**config.mk**
```make
export PLATFORM = sky130hd
export DESIGN_NAME = encoder_pid_motor_speed_loop_top
export DESIGN_NICKNAME = d
export VERILOG_FILES = /design/src/design/epsl_pkg.sv /design/src/design/encoder_pid_motor_speed_loop_top.sv /design/src/design/epsl_dp.sv /design/src/design/epsl_ctrl.sv
export VERILOG_INCLUDE_DIRS = /design/src /design/src/design
export SDC_FILE = /design/constraint.sdc
export NUM_CORES = 2
export LEC_CHECK = 0
export BUFFER_PORTS_ARGS = -buffer_cell sky130_fd_sc_hd__buf_2
export CELL_PAD_IN_SITES_DETAIL_PLACEMENT = 0
export CELL_PAD_IN_SITES_GLOBAL_PLACEMENT = 1
export CORE_MARGIN = 5
export CORE_UTILIZATION = 24
export DETAILED_ROUTE_END_ITERATION = 8
export GPL_ROUTABILITY_DRIVEN = 0
export HOLD_SLACK_MARGIN = 0.1
export PLACE_DENSITY_LB_ADDON = 0.1
export SETUP_SLACK_MARGIN = 0.5
export SYNTH_ARGS = -nofsm -noshare
export SYNTH_HDL_FRONTEND = slang
export SYNTH_HIERARCHICAL = 1
export SYNTH_SLANG_ARGS = --single-unit
```
**constraint.sdc**
```tcl
create_clock -name clk_i -period 14.7 [get_ports clk_i]
set_input_delay 0 -clock clk_i [delete_from_list [all_inputs] [get_ports clk_i]]
set_output_delay 0 -clock clk_i [all_outputs]
set_load 0.05 [all_outputs]
```
**src/design/encoder_pid_motor_speed_loop_top_macros.svh**
```systemverilog
// assertion macros used by the speed loop sequencer
// depends on the clk_i and rst_ni names of the module that uses them
`ifndef ENCODER_PID_MOTOR_SPEED_LOOP_TOP_MACROS_SVH
`define ENCODER_PID_MOTOR_SPEED_LOOP_TOP_MACROS_SVH

`ifndef SYNTHESIS

// antecedent implies consequent in the same cycle
`define EPSL_ASSERT_IMP(lbl, pre, post, msg) \
  lbl: assert property (@(posedge clk_i) disable iff (!rst_ni) (pre) |-> (post)) \
    else $error(msg);

// antecedent implies consequent in the next cycle
`define EPSL_ASSERT_NEXT(lbl, pre, post, msg) \
  lbl: assert property (@(posedge clk_i) disable iff (!rst_ni) (pre) |=> (post)) \
    else $error(msg);

`else

`define EPSL_ASSERT_IMP(lbl, pre, post, msg)
`define EPSL_ASSERT_NEXT(lbl, pre, post, msg)

`endif

`endif

```
**src/design/epsl_pkg.sv**
```systemverilog
// shared constants, lookup tables and controller/datapath types of the speed loop
// no dependencies
package epsl_pkg;

  localparam int COUNTER_BITS   = 16;
  localparam int GAIN_FRAC_BITS = 8;
  localparam int START_DELAY    = 5;
  localparam int PWM_PERIOD     = 1000;

  localparam int MAX_RPM       = 155;
  localparam int TICKS_X10     = 1986;
  localparam int RPM_SCALE_X10 = 6000;

  // field and state widths
  localparam int GAIN_W    = 16;
  localparam int RPM_W     = 8;
  localparam int DIR_W     = 2;
  localparam int MEAS_W    = 16;
  localparam int DUTY_W    = 10;
  localparam int DUTY_MAX  = 1023;
  localparam int ERR_W     = 18;
  localparam int INTEG_W   = 32;
  localparam int CS_W      = 40;
  localparam int MULB_W    = 33;
  localparam int SUM_W     = GAIN_W + 1 + MULB_W;
  localparam int WIDE_W    = 33;
  localparam int DELAY_W   = $clog2(START_DELAY + 1);
  localparam int DESIRED_W = $clog2(MAX_RPM * TICKS_X10 / RPM_SCALE_X10 + 1);

  // stream and config port widths
  localparam int IN_DATA_W   = ((COUNTER_BITS + 7) / 8) * 8;
  localparam int OUT_FIELD_W = MEAS_W + DUTY_W + 4;
  localparam int OUT_DATA_W  = ((OUT_FIELD_W + 7) / 8) * 8;
  localparam int CFG_IDX_W   = 3;
  localparam int CFG_DATA_W  = 16;

  // register indexes
  localparam logic [CFG_IDX_W-1:0] REG_GAIN_P     = 3'd0;
  localparam logic [CFG_IDX_W-1:0] REG_GAIN_I     = 3'd1;
  localparam logic [CFG_IDX_W-1:0] REG_GAIN_D     = 3'd2;
  localparam logic [CFG_IDX_W-1:0] REG_TARGET_RPM = 3'd3;
  localparam logic [CFG_IDX_W-1:0] REG_DIRECTION  = 3'd4;

  localparam logic [GAIN_W-1:0] GAIN_P_RST = 16'd1536;
  localparam logic [GAIN_W-1:0] GAIN_I_RST = 16'd512;
  localparam logic [GAIN_W-1:0] GAIN_D_RST = 16'd256;
  localparam logic [RPM_W-1:0]  TARGET_RST = 8'd1;
  localparam logic [DIR_W-1:0]  DIR_STOP   = 2'd0;
  localparam logic [DIR_W-1:0]  DIR_CW     = 2'd1;
  localparam logic [DIR_W-1:0]  DIR_CCW    = 2'd2;

  // request kind on the input tuser
  localparam logic FUNC_TICK  = 1'b0;
  localparam logic FUNC_START = 1'b1;

  // speed to rpm conversion: rpm = cs * 6000 / (1986 << frac), by reciprocal
  localparam longint RPM_DIV    = longint'(TICKS_X10) * (longint'(1) << GAIN_FRAC_BITS);
  localparam longint RPM_CS_MIN = (longint'(MAX_RPM) * RPM_DIV + RPM_SCALE_X10 - 1)
                                  / RPM_SCALE_X10;
  localparam int     CS_SMALL_W = $clog2(RPM_CS_MIN);
  localparam int     DIV_W      = $clog2(RPM_DIV + 1);
  localparam int     RPM_SHIFT  = CS_SMALL_W + DIV_W;
  localparam longint RPM_K      = ((longint'(RPM_SCALE_X10) << RPM_SHIFT) + RPM_DIV - 1)
                                  / RPM_DIV;
  localparam int     RPM_PW     = RPM_SHIFT + RPM_W;

  typedef logic [DESIRED_W-1:0] ticks_tab_t [MAX_RPM+1];
  typedef logic [DUTY_W-1:0]    duty_tab_t  [MAX_RPM+1];

  function automatic ticks_tab_t build_ticks_tab();
    ticks_tab_t t;
    for (int r = 0; r <= MAX_RPM; r++) begin
      t[r] = DESIRED_W'((r * TICKS_X10) / RPM_SCALE_X10);
    end
    return t;
  endfunction

  function automatic duty_tab_t build_duty_tab();
    duty_tab_t t;
    int        d;
    for (int r = 0; r <= MAX_RPM; r++) begin
      d = (r * PWM_PERIOD) / MAX_RPM;
      if (d > DUTY_MAX) d = DUTY_MAX;
      t[r] = DUTY_W'(d);
    end
    return t;
  endfunction

  localparam ticks_tab_t TICKS_TAB = build_ticks_tab();
  localparam duty_tab_t  DUTY_TAB  = build_duty_tab();

  typedef enum logic [1:0] {
    MUL_P,
    MUL_I,
    MUL_D
  } mul_sel_e;

  typedef struct packed {
    logic     tick_load;
    logic     start_load;
    logic     err_step;
    logic     mul_en;
    mul_sel_e mul_sel;
    logic     acc_first;
    logic     acc_add;
    logic     cs_step;
    logic     rpm_step;
    logic     out_load;
  } epsl_cmd_t;

  typedef struct packed {
    logic pid_go;
    logic delay_zero;
    logic sum_nz;
  } epsl_sts_t;

endpackage

```
**src/design/encoder_pid_motor_speed_loop_top.sv**
```systemverilog
// encoder fed pid speed loop, top level; depends on epsl_pkg, epsl_ctrl and epsl_dp
// one request at a time: a start request or a tick before pid runs goes from accept to
// the result register; a tick with pid first computes the error, the three gain products
// sharing one multiplier, the sum, the commanded speed and, on a drive update, the rpm
// reciprocal multiply; a new request is taken the cycle after the result is registered
// reset (rst_ni low, asynchronous) restores register defaults and clears the loop state
module encoder_pid_motor_speed_loop_top import epsl_pkg::*; (
  input  logic                    clk_i,
  input  logic                    rst_ni,

  // config write channel
  input  logic                    cfg_valid_i,
  output logic                    cfg_ready_o,
  input  logic [CFG_IDX_W-1:0]    cfg_index_i,
  input  logic [CFG_DATA_W-1:0]   cfg_data_i,

  // request stream
  input  logic                    s_axis_tvalid,
  output logic                    s_axis_tready,
  input  logic [IN_DATA_W-1:0]    s_axis_tdata,  // [15:0] encoder_count
  input  logic                    s_axis_tuser,  // [0] func

  // result stream
  output logic                    m_axis_tvalid,
  input  logic                    m_axis_tready,
  // [15:0] measured_ticks, [25:16] duty, [26] duty_update, [27] drive_a,
  // [28] drive_b, [29] pid_active, [31:30] zero
  output logic [OUT_DATA_W-1:0]   m_axis_tdata
);

  epsl_cmd_t cmd;
  epsl_sts_t sts;

  // register writes go straight into the registers, so the channel never stalls
  assign cfg_ready_o = 1'b1;

  // sequencer: accepts a request, walks the pid steps, owns the result valid
  epsl_ctrl u_ctrl (
    .clk_i       (clk_i),
    .rst_ni      (rst_ni),
    .in_valid_i  (s_axis_tvalid),
    .in_func_i   (s_axis_tuser),
    .in_ready_o  (s_axis_tready),
    .out_ready_i (m_axis_tready),
    .out_valid_o (m_axis_tvalid),
    .sts_i       (sts),
    .cmd_o       (cmd)
  );

  // datapath: gains, encoder delta, integral, commanded speed, duty and drive bits
  epsl_dp u_dp (
    .clk_i       (clk_i),
    .rst_ni      (rst_ni),
    .cfg_we_i    (cfg_valid_i),
    .cfg_index_i (cfg_index_i),
    .cfg_data_i  (cfg_data_i),
    .cnt_i       (s_axis_tdata[COUNTER_BITS-1:0]),
    .cmd_i       (cmd),
    .sts_o       (sts),
    .out_data_o  (m_axis_tdata)
  );

endmodule

```
**src/design/epsl_dp.sv**
```systemverilog
// speed loop datapath: config registers, loop state, shared gain multiplier, rpm/duty
// depends on epsl_pkg
module epsl_dp import epsl_pkg::*; (
  input  logic                    clk_i,
  input  logic                    rst_ni,
  input  logic                    cfg_we_i,
  input  logic [CFG_IDX_W-1:0]    cfg_index_i,
  input  logic [CFG_DATA_W-1:0]   cfg_data_i,
  input  logic [COUNTER_BITS-1:0] cnt_i,
  input  epsl_cmd_t               cmd_i,
  output epsl_sts_t               sts_o,
  output logic [OUT_DATA_W-1:0]   out_data_o
);

  logic [GAIN_W-1:0]       gain_p_q, gain_i_q, gain_d_q;
  logic [RPM_W-1:0]        target_q;
  logic [DIR_W-1:0]        dir_q;
  logic [COUNTER_BITS-1:0] prev_cnt_q;
  logic [DELAY_W-1:0]      delay_q;
  logic [DESIRED_W-1:0]    desired_q;
  logic signed [INTEG_W-1:0] integ_q;
  logic signed [ERR_W-1:0]   prev_err_q, err_q;
  logic signed [CS_W-1:0]    cs_q;
  logic signed [MEAS_W-1:0]  meas_q;
  logic signed [SUM_W-1:0]   prod_q, acc_q;
  logic [RPM_W-1:0]        rpm_q;
  logic                    upd_q, pid_q;
  logic [OUT_DATA_W-1:0]   out_data_q;

  logic [COUNTER_BITS-1:0]   diff;
  logic signed [WIDE_W-1:0]  diff_w;
  logic signed [MEAS_W-1:0]  meas_n;
  logic signed [ERR_W-1:0]   err_n;
  logic signed [INTEG_W:0]   integ_sum;
  logic signed [INTEG_W-1:0] integ_n;
  logic signed [ERR_W:0]     derr;
  logic signed [GAIN_W:0]    mul_a;
  logic signed [MULB_W-1:0]  mul_b;
  logic signed [SUM_W-1:0]   prod_n;
  logic signed [SUM_W:0]     cs_sum;
  logic signed [CS_W-1:0]    cs_n;
  logic [RPM_W-1:0]          rpm_c;
  logic [DESIRED_W-1:0]      desired_n;
  logic [RPM_PW-1:0]         rpm_prod;
  logic [RPM_W-1:0]          rpm_n;
  logic                      cs_pos, cs_big;
  logic                      pid_go, drive_go;
  logic [DUTY_W-1:0]         duty;
  logic                      drv_a, drv_b;

  localparam logic signed [WIDE_W-1:0] MEAS_HI = WIDE_W'(32767);
  localparam logic signed [WIDE_W-1:0] MEAS_LO = -WIDE_W'(32768);
  localparam logic signed [CS_W-1:0]   CS_MAX  = {1'b0, {(CS_W-1){1'b1}}};
  localparam logic signed [CS_W-1:0]   CS_MIN  = {1'b1, {(CS_W-1){1'b0}}};
  localparam logic signed [INTEG_W-1:0] INT_MAX = {1'b0, {(INTEG_W-1){1'b1}}};
  localparam logic signed [INTEG_W-1:0] INT_MIN = {1'b1, {(INTEG_W-1){1'b0}}};

  // wrapped encoder delta, saturated to the measured field
  always_comb begin
    diff   = cnt_i - prev_cnt_q;
    diff_w = WIDE_W'($signed(diff));
    if (diff_w > MEAS_HI) begin
      meas_n = MEAS_HI[MEAS_W-1:0];
    end else if (diff_w < MEAS_LO) begin
      meas_n = MEAS_LO[MEAS_W-1:0];
    end else begin
      meas_n = diff_w[MEAS_W-1:0];
    end
  end

  assign pid_go = (desired_q != '0) && (delay_q <= DELAY_W'(1));

  // error and saturated integral
  always_comb begin
    err_n     = $signed(ERR_W'(desired_q)) - ERR_W'(meas_q);
    integ_sum = (INTEG_W+1)'(integ_q) + (INTEG_W+1)'(err_n);
    if (integ_sum[INTEG_W] != integ_sum[INTEG_W-1]) begin
      integ_n = integ_sum[INTEG_W] ? INT_MIN : INT_MAX;
    end else begin
      integ_n = integ_sum[INTEG_W-1:0];
    end
  end

  // one shared gain multiplier
  always_comb begin
    derr = (ERR_W+1)'(err_q) - (ERR_W+1)'(prev_err_q);
    case (cmd_i.mul_sel)
      MUL_P: begin
        mul_a = $signed({1'b0, gain_p_q});
        mul_b = MULB_W'(err_q);
      end
      MUL_I: begin
        mul_a = $signed({1'b0, gain_i_q});
        mul_b = MULB_W'(integ_q);
      end
      MUL_D: begin
        mul_a = $signed({1'b0, gain_d_q});
        mul_b = MULB_W'(derr);
      end
      default: begin
        mul_a = '0;
        mul_b = '0;
      end
    endcase
    prod_n = mul_a * mul_b;
  end

  // commanded speed update, saturated
  always_comb begin
    cs_sum = (SUM_W+1)'(cs_q) + (SUM_W+1)'(acc_q);
    if (cs_sum > (SUM_W+1)'(CS_MAX)) begin
      cs_n = CS_MAX;
    end else if (cs_sum < (SUM_W+1)'(CS_MIN)) begin
      cs_n = CS_MIN;
    end else begin
      cs_n = cs_sum[CS_W-1:0];
    end
  end

  assign drive_go = (acc_q != '0) && (delay_q == '0);

  // start target: clamp rpm register
  always_comb begin
    if (target_q == '0) begin
      rpm_c = RPM_W'(1);
    end else if (target_q > RPM_W'(MAX_RPM)) begin
      rpm_c = RPM_W'(MAX_RPM);
    end else begin
      rpm_c = target_q;
    end
    desired_n = TICKS_TAB[rpm_c];
  end

  // commanded speed to rpm by reciprocal multiply
  always_comb begin
    cs_pos   = !cs_q[CS_W-1] && (cs_q != '0);
    cs_big   = cs_q >= CS_W'(RPM_CS_MIN);
    rpm_prod = RPM_PW'(cs_q[CS_SMALL_W-1:0]) * RPM_PW'(RPM_K);
    if (!cs_pos) begin
      rpm_n = '0;
    end else if (cs_big) begin
      rpm_n = RPM_W'(MAX_RPM);
    end else begin
      rpm_n = rpm_prod[RPM_SHIFT +: RPM_W];
    end
  end

  always_comb begin
    duty  = upd_q ? DUTY_TAB[rpm_q] : '0;
    drv_a = upd_q && (dir_q == DIR_CW);
    drv_b = upd_q && (dir_q == DIR_CCW);
  end

  always_ff @(posedge clk_i or negedge rst_ni) begin
    if (!rst_ni) begin
      gain_p_q   <= GAIN_P_RST;
      gain_i_q   <= GAIN_I_RST;
      gain_d_q   <= GAIN_D_RST;
      target_q   <= TARGET_RST;
      dir_q      <= DIR_STOP;
      prev_cnt_q <= '0;
      delay_q    <= DELAY_W'(START_DELAY);
      desired_q  <= '0;
      integ_q    <= '0;
      prev_err_q <= '0;
      cs_q       <= '0;
      meas_q     <= '0;
    end else begin
      if (cfg_we_i) begin
        case (cfg_index_i)
          REG_GAIN_P:     gain_p_q <= cfg_data_i[GAIN_W-1:0];
          REG_GAIN_I:     gain_i_q <= cfg_data_i[GAIN_W-1:0];
          REG_GAIN_D:     gain_d_q <= cfg_data_i[GAIN_W-1:0];
          REG_TARGET_RPM: target_q <= cfg_data_i[RPM_W-1:0];
          REG_DIRECTION:  dir_q    <= cfg_data_i[DIR_W-1:0];
          default: ;
        endcase
      end
      if (cmd_i.tick_load) begin
        prev_cnt_q <= cnt_i;
        meas_q     <= meas_n;
        if (!pid_go && (delay_q != '0)) begin
          delay_q <= delay_q - DELAY_W'(1);
        end
      end
      if (cmd_i.start_load) begin
        delay_q   <= DELAY_W'(START_DELAY);
        desired_q <= desired_n;
        cs_q      <= CS_W'(desired_n) << GAIN_FRAC_BITS;
      end
      if (cmd_i.err_step) begin
        integ_q <= integ_n;
      end
      if (cmd_i.mul_en && (cmd_i.mul_sel == MUL_D)) begin
        prev_err_q <= err_q;
      end
      if (cmd_i.cs_step) begin
        if (drive_go) begin
          cs_q <= cs_n;
        end else if (delay_q == DELAY_W'(1)) begin
          delay_q <= '0;
        end
      end
    end
  end

  always_ff @(posedge clk_i) begin
    if (cmd_i.tick_load) begin
      upd_q <= 1'b0;
      pid_q <= pid_go;
    end
    if (cmd_i.start_load) begin
      rpm_q <= rpm_c;
      upd_q <= 1'b1;
      pid_q <= 1'b0;
    end
    if (cmd_i.err_step) begin
      err_q <= err_n;
    end
    if (cmd_i.mul_en) begin
      prod_q <= prod_n;
    end
    if (cmd_i.acc_first) begin
      acc_q <= prod_q;
    end else if (cmd_i.acc_add) begin
      acc_q <= acc_q + prod_q;
    end
    if (cmd_i.cs_step && drive_go) begin
      upd_q <= 1'b1;
    end
    if (cmd_i.rpm_step) begin
      rpm_q <= rpm_n;
    end
    if (cmd_i.out_load) begin
      out_data_q <= {(OUT_DATA_W-OUT_FIELD_W)'(0), pid_q, drv_b, drv_a, upd_q, duty, meas_q};
    end
  end

  assign sts_o.pid_go     = pid_go;
  assign sts_o.delay_zero = (delay_q == '0);
  assign sts_o.sum_nz     = (acc_q != '0);
  assign out_data_o       = out_data_q;

endmodule

```
**src/design/epsl_ctrl.sv**
```systemverilog
// speed loop sequencer: accepts requests, steps the datapath, holds the result valid
// depends on epsl_pkg and the assertion macro header
`include "encoder_pid_motor_speed_loop_top_macros.svh"

module epsl_ctrl import epsl_pkg::*; (
  input  logic      clk_i,
  input  logic      rst_ni,
  input  logic      in_valid_i,
  input  logic      in_func_i,
  output logic      in_ready_o,
  input  logic      out_ready_i,
  output logic      out_valid_o,
  input  epsl_sts_t sts_i,
  output epsl_cmd_t cmd_o
);

  typedef enum logic [3:0] {
    S_IDLE,
    S_ERR,
    S_P,
    S_I,
    S_D,
    S_SUM,
    S_CS,
    S_RPM,
    S_DONE
  } state_e;

  state_e state_q, state_d;
  logic   out_valid_q, out_valid_d;
  logic   in_acc;

  assign in_ready_o = (state_q == S_IDLE);
  assign in_acc     = in_valid_i && in_ready_o;

  always_comb begin
    cmd_o         = '0;
    cmd_o.mul_sel = MUL_P;
    state_d       = state_q;
    case (state_q)
      S_IDLE: begin
        if (in_acc) begin
          if (in_func_i == FUNC_START) begin
            cmd_o.start_load = 1'b1;
            state_d          = S_DONE;
          end else begin
            cmd_o.tick_load = 1'b1;
            state_d         = sts_i.pid_go ? S_ERR : S_DONE;
          end
        end
      end
      S_ERR: begin
        cmd_o.err_step = 1'b1;
        state_d        = S_P;
      end
      S_P: begin
        cmd_o.mul_en  = 1'b1;
        cmd_o.mul_sel = MUL_P;
        state_d       = S_I;
      end
      S_I: begin
        cmd_o.mul_en    = 1'b1;
        cmd_o.mul_sel   = MUL_I;
        cmd_o.acc_first = 1'b1;
        state_d         = S_D;
      end
      S_D: begin
        cmd_o.mul_en  = 1'b1;
        cmd_o.mul_sel = MUL_D;
        cmd_o.acc_add = 1'b1;
        state_d       = S_SUM;
      end
      S_SUM: begin
        cmd_o.acc_add = 1'b1;
        state_d       = S_CS;
      end
      S_CS: begin
        cmd_o.cs_step = 1'b1;
        state_d       = (sts_i.sum_nz && sts_i.delay_zero) ? S_RPM : S_DONE;
      end
      S_RPM: begin
        cmd_o.rpm_step = 1'b1;
        state_d        = S_DONE;
      end
      S_DONE: begin
        if (!out_valid_q || out_ready_i) begin
          cmd_o.out_load = 1'b1;
          state_d        = S_IDLE;
        end
      end
      default: state_d = S_IDLE;
    endcase
  end

  always_comb begin
    if (cmd_o.out_load) begin
      out_valid_d = 1'b1;
    end else if (out_ready_i) begin
      out_valid_d = 1'b0;
    end else begin
      out_valid_d = out_valid_q;
    end
  end

  always_ff @(posedge clk_i or negedge rst_ni) begin
    if (!rst_ni) begin
      state_q     <= S_IDLE;
      out_valid_q <= 1'b0;
    end else begin
      state_q     <= state_d;
      out_valid_q <= out_valid_d;
    end
  end

  assign out_valid_o = out_valid_q;

  `EPSL_ASSERT_IMP(a_load_has_room, cmd_o.out_load, !out_valid_q || out_ready_i, "result overwritten")
  `EPSL_ASSERT_NEXT(a_one_request, in_acc, !in_ready_o, "second request taken while busy")
  `EPSL_ASSERT_NEXT(a_start_skips_pid, in_acc && (in_func_i == FUNC_START), state_q == S_DONE, "start ran pid steps")
  `EPSL_ASSERT_IMP(a_rpm_after_cs, state_q == S_RPM, $past(state_q) == S_CS, "rpm step out of order")

endmodule

```
======== Word-level counts from Yosys, hierarchy flattened ========
Memory sizes are Yosys's and may differ from the RTL's. A register that Yosys moved wholly into a read port is not among the register bits.
Index checks and enable logic that the tools add are counted.
cells by class
  $add $sub $neg .......................... 7
  bitwise logic cells ..................... 2
  multiplexer cells ....................... 47
  magnitude comparators ................... 8
  reduce and logical (&&, ||, !) cells .... 34
  multipliers ............................. 2
  equality and inequality tests ........... 20
operators by type and width
  cell                                                                                number
  40-bit 2-to-1 mux                                                                   5
  50-bit 2-to-1 mux                                                                   2
  33-bit one-hot mux with 3 select lines                                              1
  32-bit 2-to-1 mux                                                                   2
  40-bit by 50-bit adder with 51-bit output                                           1
  51-bit by 40-bit greater-than comparator with 1-bit output (second input constant)  1
  51-bit by 40-bit less-than comparator with 1-bit output (second input constant)     1
  50-bit adder                                                                        1
  17-bit by 33-bit multiplier with 50-bit output                                      1
  50-bit nonzero test                                                                 1
  8-bit 2-to-1 mux                                                                    6
  16-bit one-hot mux with 3 select lines                                              1
  14-bit by 27-bit multiplier with 41-bit output (second input constant)              1
  40-bit by 15-bit >= comparator with 1-bit output (second input constant)            1
  40-bit nonzero test                                                                 1
  4-bit one-hot mux with 9 select lines                                               1
  32-bit by 17-bit adder with 33-bit output                                           1
  16-bit 2-to-1 mux                                                                   2
  4-bit 2-to-1 mux                                                                    5
  3-bit 2-to-1 mux                                                                    6
  8-bit inverter with 9-bit output                                                    2
  17-bit by 17-bit subtractor with 18-bit output                                      1
  7-bit by 16-bit subtractor with 17-bit output                                       1
  4-bit by 3-bit equality test with 1-bit output (second input constant)              4
  34 further kinds                                                                    71
word-level totals
  input bits .............................. 41
  output and inout bits ................... 35
  memories kept ........................... 2
  memory bits (read-only) ................. 4096
  bits in registers ....................... 340
memory list
  name              depth  width  rd ports  clocked after Yosys merged registers in  wr ports  RTL line        text
  (name not given)  256    10     1         1                                        0         epsl_dp.sv:149  duty = upd_q ? DUTY_TAB[rpm_q] : '0;
  (name not given)  256    6      1         0                                        0         epsl_dp.sv:131  desired_n = TICKS_TAB[rpm_c];

======== Depth between registers and ports, before layout ========
  word-level depth ........................ 10
  gate-level depth with buffers ........... 42
  mapped depth without buffers ............ 41

======== Hierarchy ========
The synthesis kept the hierarchy.
by module, submodules not included
  module                            seq. area each (um^2)  cells an instance  area each (um^2)  times used
  epsl_dp                           9407.8                 5324               48519.0           1
  epsl_ctrl                         125.1                  49                 401.6             1
  encoder_pid_motor_speed_loop_top  0.0                    2                  11.3              1

======== Worst setup path before layout ========
No wires, ideal clock.
  kind .................................... register to register
  start ................................... register u_dp.prev_err_q[1]
  end ..................................... register u_dp.prod_q[48] (data pin)
  clock period less this slack ............ 9240 ps
  data arrival time ....................... 8983 ps
  library setup time ...................... 258 ps
  stages on the path, launching flop included .. 40
  setup slack ............................. 5460 ps
  path through ............................ dfrtp_1 > inv_1 > ha_1 > nor2b_1 > o21ai_0 > a21oi_1 > o21ai_0 > a21boi_0 > o21ai_0 > a21oi_1 > o41ai_1 > o21a_1 > o21ai_0 > nand2_1 > clkbuf_1 > a21o_1 > clkbuf_1 > nand2_1 > [... 4 more ...] > fa_1 > fa_1 > inv_1 > fa_1 > inv_1 > ha_1 > a21o_1 > a21o_1 > a2111oi_0 > a21oi_1 > a21oi_1 > a21oi_1 > a311oi_1 > o21ai_0 > a21oi_1 > o21ai_0 > o22ai_1 > xnor2_1
on the way
  cells in the longest elaborated chain, start to end .. 3
RTL lines
  item                                            RTL line        text
  start: declaration                              epsl_dp.sv:22   logic signed [ERR_W-1:0] prev_err_q, err_q;
  start signal: assignment                        epsl_dp.sv:195  prev_err_q <= err_q;
  17-bit by 17-bit subtractor with 18-bit output  epsl_dp.sv:86   derr = (ERR_W+1)'(err_q) - (ERR_W+1)'(prev_err_q);
  33-bit one-hot mux with 3 select lines          epsl_dp.sv:87   case (cmd_i.mul_sel)
  17-bit by 33-bit multiplier with 50-bit output  epsl_dp.sv:105  prod_n = mul_a * mul_b;
  via u_dp.prod_n[48]                             epsl_dp.sv:39   logic signed [SUM_W-1:0] prod_n;
  end signal: assignment                          epsl_dp.sv:221  prod_q <= prod_n;
  end: declaration                                epsl_dp.sv:25   logic signed [SUM_W-1:0] prod_q, acc_q;
The timed path passes the listed nets, and every way through them passes these cells.
A chain may end at the register's enable or synchronous reset.

======== Worst setup path after layout ========
  start ................................... register u_dp.err_q[1]
  end ..................................... register u_dp.prod_q[48] (data pin)
on the way
  cells in the longest elaborated chain, start to end .. 3
RTL lines
  item                                                RTL line        text
  start: declaration                                  epsl_dp.sv:22
  start signal: assignment                            epsl_dp.sv:218  err_q <= err_n;
  17-bit by 17-bit subtractor with 18-bit output      epsl_dp.sv:86
  33-bit one-hot mux with 3 select lines (*)          epsl_dp.sv:87
  17-bit by 33-bit multiplier with 50-bit output (*)  epsl_dp.sv:105
  via u_dp.prod_n[48]                                 epsl_dp.sv:39
The timed path passes the listed nets; every way through them passes the cells marked *.

==> results.md <==
- Status: completed
- Dpl cells: 7,961
- Most common flop cell mapped by yosys: dfrtp_1
- Warnings from Yosys: 6
- Antenna violations before repair: 4
- Post-synthesis sequential area ratio: 0.195
- Max FO, Critical Path: 13
- Final Setup Violations: 0
- Critical path startpoint: u_dp/err_q[1]
- Final Critical Period: 10,910 ps
- CP endpoint kind: register
- Post-CTS sizing: 0
- RR Startpoint: u_dp/err_q[1]
- Routed Antenna Nets: 0
- GRT overflow: 0
- # rows: 165
- Post-synth ARST share: 0.551
- EDFF count, synth: 155
- CP Launch Type: register
- Met2 Track Usage GR: 0.266
- Worst-Margin Slew: 1280 ps
- Reg clk slew, reported paths: 60 ps
- Root Driver: clkbuf_16
- Syn-to-layout area delta: 12.6%
- Cells after synthesis: 5,375
- Vias per cell: 4.58
- Vias: 37,300
- Syn Area/Cell: 9.10 µm²
- Met1 usage: 0.212
- Distinct cells, synth: 98
- TritonRoute pass-1 iters: 6
- 1st-iter DRT viols: 1,756
- Clk buf depth: 3
- H-tree Lvls: 2
- Worst R2R Setup Slack: 3790 ps
- Total Neg Setup Slack: 0 ps
- Critical path arrival: 11,310 ps
- CORE AREA: 203,000 µm²
- Drt drc: 0
- Layout Skew: 56.8 ps
- Register area: 9530 µm²
- Slowest cell on crit path: a311oi_1
- CTS sink count: 350
- Hpwl dp: 129,000 µm
- Setup WS pre-CTS: 3790 ps
- First-pass GRT wire length: 254,000 µm
- Routed len/inst: 20.2 µm
- Max cap viols: 0
- Final Non-Filler Cells: 8,141
- Number of global-route vias before repair: 40,400
- FF+latch count, synth: 350
- Reg2reg path depth: 37
- GR Layer Usage met3: 0.0126
- Max transition margin: 0.147
- All-Layer GR Usage: 0.155
- Total wire length: 164,000 µm
- Area occupied by multi-input gates: 35,500 µm²
- Initial Utilization: 0.242
- Worst Path Required: 15,090 ps
- Min-Delay Path Class: in2reg
- Most used routing layer: met2
- Slowest stage delay, CP: 660 ps
- Clock Latency Late Sink: 660 ps
- Num CTS Buffers: 52
- Synthesized area: 48,900 µm²
- Die Area: 213,000 µm²
- Final hold viol count: 0
- Final worst slack: 3790 ps
- Layout cells sized above 1: 0.0777
- Worst Setup EP: u_dp/prod_q[48]
- Max Slew Vio Count: 0
- Highest Clock Rate: 91.6 MHz
- IO Port Bufs: 72
- Nets@finish: 6,534
- Die height: 462 µm
- Worst reg2reg path endpoint: u_dp/prod_q[48]
- Largest net degree at the start of global routing: 91
- RSZ-0062 raised after global routing: no
- Die width: 462 µm
- Synth area leader: fa_1
- Kind of critical path: reg2reg
- IO Count: 76
- # fillers: 21,700
- Final Cycle Share: 0.742
- Synth area leaders: fa_1 25%, ha_1 11%, dfrtp_1 9.5%, edfxtp_1 9.5%, inv_1 6.6%
- Most frequent CP cell: a21oi_1
- Share of the synthesized area in the top cell type: 0.253
- CTS tree: done
==> worst min path at each step <==
stage | depth (start not counted) | to | slack (ps) | from
after CTS | 3 | u_dp/gain_p_q[15] | 110 | cfg_data_i[15]
after global routing | 3 | u_dp/gain_p_q[15] | 150 | cfg_data_i[15]
after floorplan | 0 | u_ctrl/out_valid_o | -300 | rst_ni
after detailed placement | 1 | u_dp/prev_cnt_q[13] | 140 | rst_ni
after global placement | 1 | u_dp/prev_cnt_q[13] | 140 | rst_ni
final | 3 | u_dp/gain_p_q[15] | 170 | cfg_data_i[15]
==> stage by stage <==
stage          utilization  area, µm²  hold slack (ps)
2_1_floorplan            -      48900             -296
3_3_place_gp         0.259      52500              139
6_report             0.272      55100              168
4_1_cts              0.272      55100              110
3_5_place_dp         0.259      52500              137
5_1_grt              0.272      55100              145
==> sequential cells by signal (all words and copies together), names as in the netlist, 8 cells and up <==
register and cells:
u_dp/gain_d_q 16, u_dp/integ_q 32, u_dp/prev_err_q 17, u_dp/prev_cnt_q 16, u_dp/meas_q 16, u_dp/rpm_q 8, u_dp/target_q 8, u_dp/out_data_o 30
u_dp/acc_q 50, u_dp/gain_i_q 16, u_dp/cs_q 40, u_dp/err_q 17, u_dp/prod_q 50, u_dp/gain_p_q 16
==> cells in the final DEF (no fill, tap or decap), types with 82 or more instances in the layout <==
| cell type | count |
|---|---|
| inv_1 | 864 |
| fa_1 | 618 |
| nand2_1 | 608 |
| ha_1 | 449 |
| nor2_1 | 337 |
| a21oi_1 | 291 |
| o21ai_0 | 241 |
| dfrtp_1 | 186 |
| edfxtp_1 | 155 |
| a21o_1 | 142 |
| xnor2_1 | 139 |
| mux2_2 | 114 |
| dlygate4sd3_1 | 82 |
==> routing by layer <==
metal	up-vias	part of all wire
met5	-	0
met4	0	0.024
met3	139	0.022
met2	414	0.48
met1	18800	0.48
li1	18000	-
==> worst max-delay path, delay by kind of cell, from the launching register on <==
kind,cells,cell delay [ps]
simple gates,2,310
flops,1,440
buf+inv,5,430
fa+ha+maj,8,3600
xor+xnor,1,90
compound gates,21,5760
==> synth_stat cells (46+ instances only) <==
master and instances:
a21o_1 142, a21oi_1 296, and2_1 53, clkbuf_1 180, dfrtp_1 186, edfxtp_1 155, fa_1 618, ha_1 449
inv_1 866, mux2_2 114, nand2_1 609, nand3_1 51, nor2_1 340, nor2b_1 72, nor3_1 46, o21ai_0 247
xnor2_1 139, xor2_1 77
==> cell type report <==
cell class                      instances  share of cell area
Antenna cell                            1           0.0000454
Clock buffer                           77              0.0286
Clock inverter                         19             0.00329
Inverter                              870              0.0593
Multi-Input combinational cell       3935               0.644
Sequential cell                       350               0.173
Tap cell                             2672              0.0607
Timing Repair Buffer                  217              0.0306
==> logic make-up (layout without fill, tap and decap cells) <==
family | count (synthesis) | after routing | synth area share
and+or+nand+nor | 1366 | 1366 | 0.126
adders and majority gates | 1096 | 1096 | 0.374
AOI/OAI and AO/OA | 1096 | 1096 | 0.146
buffers and inverters | 1091 | 1183 | 0.0851
DFF | 350 | 350 | 0.195
xor gates and xnor gates | 216 | 216 | 0.0387
muxes | 158 | 158 | 0.0357
other | 2 | 4 | 0.000153
==> repair_timing <==
action	in CTS	in global routing
hold buffers	83	0
endpoints found under the hold margin	188	0
setup buffers	0	0
Power is left out: the tool's default activity adds up to more than one toggle a clock period on the data nets, which glitch-free logic cannot reach.
